$ cat src/design/lcag_pkg.sv
// ----------------------------------------------------------------------------
// lcag_pkg: shared types and constants for the Game of Life grid
// Operation codes, sequencer states, the 3x3 neighbourhood window and the
// B3/S23 rule counts.
// ----------------------------------------------------------------------------
package lcag_pkg;

    localparam logic [1:0] FUNC_WRITE   = 2'd0;
    localparam logic [1:0] FUNC_READ    = 2'd1;
    localparam logic [1:0] FUNC_ADVANCE = 2'd2;

    localparam logic [1:0] CFG_GRID_ROWS = 2'd0;
    localparam logic [1:0] CFG_GRID_COLS = 2'd1;

    localparam logic [7:0] GRID_ROWS_RESET = 8'd100;
    localparam logic [7:0] GRID_COLS_RESET = 8'd100;

    // A live cell survives with 2 or 3 live neighbors; a dead cell is born with 3.
    localparam logic [3:0] SURVIVE_LOW = 4'd2;
    localparam logic [3:0] BIRTH_COUNT = 4'd3;

    typedef enum logic [2:0] {
        ST_CLEAR,
        ST_IDLE,
        ST_READ,
        ST_GEN_LOAD,
        ST_GEN_NEXT,
        ST_GEN_SWEEP,
        ST_GEN_WB
    } t_state;

    // Three columns of the row above, the cell's own row and the row below.
    // Bit 0 is the left neighbor column, bit 1 the center, bit 2 the right.
    typedef struct packed {
        logic [2:0] top;
        logic [2:0] mid;
        logic [2:0] bot;
    } t_window;

endpackage

$ cat src/design/lcag_rule.sv
// ----------------------------------------------------------------------------
// lcag_rule: B3/S23 cell update
// Counts the eight neighbors of a 3x3 window and returns the next state of
// the center cell.
// ----------------------------------------------------------------------------
module lcag_rule (
    input  lcag_pkg::t_window i_win,
    output logic              o_alive
);
    import lcag_pkg::*;

    logic [3:0] w_count;
    logic       w_center;

    assign w_center = i_win.mid[1];

    assign w_count = 4'(i_win.top[0]) + 4'(i_win.top[1]) + 4'(i_win.top[2])
                   + 4'(i_win.mid[0]) + 4'(i_win.mid[2])
                   + 4'(i_win.bot[0]) + 4'(i_win.bot[1]) + 4'(i_win.bot[2]);

    always_comb begin
        if (w_center) begin
            o_alive = (w_count == SURVIVE_LOW) || (w_count == BIRTH_COUNT);
        end else begin
            o_alive = (w_count == BIRTH_COUNT);
        end
    end

endmodule

$ cat config.mk
export PLATFORM = sky130hd
export DESIGN_NAME = lcag_rule
export DESIGN_NICKNAME = d
export VERILOG_FILES = /design/src/design/lcag_pkg.sv /design/src/design/lcag_rule.sv
export SDC_FILE = /design/constraint.sdc
export NUM_CORES = 1
export LEC_CHECK = 0
export BUFFER_PORTS_ARGS = -buffer_cell sky130_fd_sc_hd__clkbuf_2
export CAP_MARGIN = 20
export CORE_AREA = 2 2 39 41
export DETAILED_ROUTE_END_ITERATION = 10
export DIE_AREA = 0 0 41 43
export PLACE_DENSITY = 0.33
export SYNTH_ARGS = -nofsm -noshare
export SYNTH_HDL_FRONTEND = slang
export SYNTH_SLANG_ARGS = --single-unit
export TNS_END_PERCENT = 100
$ cat constraint.sdc
create_clock -name vclk -period 7.7
set_clock_uncertainty 0.2 [all_clocks]
set_input_delay 0.385 -clock vclk [all_inputs]
set_output_delay 0.385 -clock vclk [all_outputs]
set_load 0.1 [all_outputs]
==> results.yml <==
sta:
  worst_pin_slew_ns: 0.5436
  fmax_ghz: 0.2419
  slew_headroom_pct: 63.91
  finalSetupTns_ns: 0
  post-route-period-util_pct: 53.68
  rsz0062_at_grt: "no"
  setup_violations: 0
  hold_viol: 0
  slew_viol_final: 0
  finalCriticalPeriod_ns: 4.133
worst_setup_path:
  slowest_stage: "fa_1"
  crit_top_cell: "fa_1"
  cp_slowest_stage_delay_ns: 0.55
  cp-start-kind: "input pin"
  critPathRequiredTime_ns: 7.11
  cp_max_fo: 3
  end_kind: "output port"
  crit_type: "input pin to output port"
  cp.arrival_ns: 3.55
  crit_chain: "clkbuf_2 > inv_1 > fa_1 > fa_1 > fa_1 > inv_1 > ha_1 > fa_1 > o211a_1 > a211oi_2 > clkbuf_2"
route:
  wire_per_inst_um: 6.245
  drt-pass1-iter-count: 1
  drc: 0
  vias_per_cell: 3.531
  drt_iter0_drc: 0
  wl_um: 306
  ant_nets: 0
  vias: 173
synth:
  yosys-top-cells-count: "inv_1 (11), fa_1 (4), ha_1 (3)"
  syn_inst: 23
  synth_area_um2: 200.2
  synthTopCellsByArea: "fa_1 (40%), inv_1 (21%), ha_1 (19%)"
  synth_seq_area_share_pct: 0
  synth_area_per_cell_um2: 8.704
  syn_nets: 39
  synth_top_area_cell: "fa_1"
  yosysUniqueCellTypes: 8
  synth_top_area_share_pct: 40.00
  yosys_warnings: 0
  synth.most_common_cell: "inv_1"
run:
  drv_cap: 0
layout:
  multiInputGateArea_um2: 158.9
  postLayoutCellArea_um2: 270.3
  register_area_um2: 0
  drive_above_1_share_pct: 33.33
  diodes: 0
  fin_nets: 51
  final_util_pct: 19.53
  clock_buffer_count: 0
  fillCellCount: 164
  n_sequential_cell: 0
  syn_to_final_growth_pct: 35.00
  fin_cells: 49
grt:
  antenna_found_initial: 0
  grt_pass1_wl_um: 648
  grt_overflow: 0
  grt_start_max_net_pins: 4
  grt_pass1_vias: 190
  grt_use_total_pct: 4.738
floorplan:
  core_mm2: 0.001384
  initial_core_util_pct: 14.47
  ios: 10
  fp.dieH_um: 43
  die_area_mm2: 0.001763
  num_rows: 14
  die_w_um: 41
cts:
  cts_hold_buf: 0
  cts_setup_buffers: 0
  cts_resized: 0
run_status:
  status: "completed"
pwr:
  power_density_mw_per_mm2: 160.6
  ir_drop_mv: 0.03034
  leakage_uw: 0.0001735
  total_power_uw: 43.41
placed_design:
  placed_cells: 49
  dp_hpwl_um: 316.1
  place.gp.congestion: 0.5972
  portBuffers: 10
  place_area_um2: 270.3
worst_hold_path:
  hold_class: "input pin to output port"
-- cell usage in the layout, fill, tap and decap left out --
cell type,count
o211a_1,1
ha_1,3
or2_1,1
clkbuf_2,10
inv_1,11
fa_1,4
a211oi_2,1
o21ai_0,1
nand3b_1,1
-- per-stage QoR --
stage / setup WS (ns) / hold WS [ns]
finish: 3.567 / 1.256
global route: 3.417 / 1.325
CTS: 3.540 / 1.273
detailed placement: 3.547 / 1.252
global placement: 3.572 / 1.231
floorplan: 3.080 / 0.9407
-- routing by layer --
metal  global-route usage [%]  part of all wire, %
met2                    8.125                   41
met3                        0                   10
met4                        0                    0
met1                    6.840                   48
met5                        0                    0
-- worst max-delay path: cells and delay by family --
family,cells,cell delay (ns)
AOI/OAI and AO/OA,2,0.44
buffers and inverters,4,0.63
adders and majority gates,5,2.10
-- final timing paths --
path	startpoint	endpoint	slack (ns)	cells past startpoint
max	i_win[0]	o_alive	3.57	11
min	i_win[4]	o_alive	1.26	4
-- cell families (layout without fill, tap and decap cells) --
family | count (synthesis) | count (layout) | synth area share, %
buf+inv | 11 | 21 | 20.63
fa+ha+maj | 7 | 7 | 58.75
compound gates | 3 | 3 | 13.75
simple gates | 2 | 2 | 6.878
-- report_power, final --
group | switching (µW) | internal [µW] | leakage, µW
combinational | 29.6 | 13.8 | 0.000173
clock | 0 | 0 | 0
sequential | 0 | 0 | 0
-- area by class of cell --
cell class / instances / area share [%]
inverters: 11 / 15.28
well taps: 16 / 7.407
repair buffers: 10 / 18.52
multi-input cells: 12 / 58.80
Note: power is estimated with default switching activity, not from simulation.
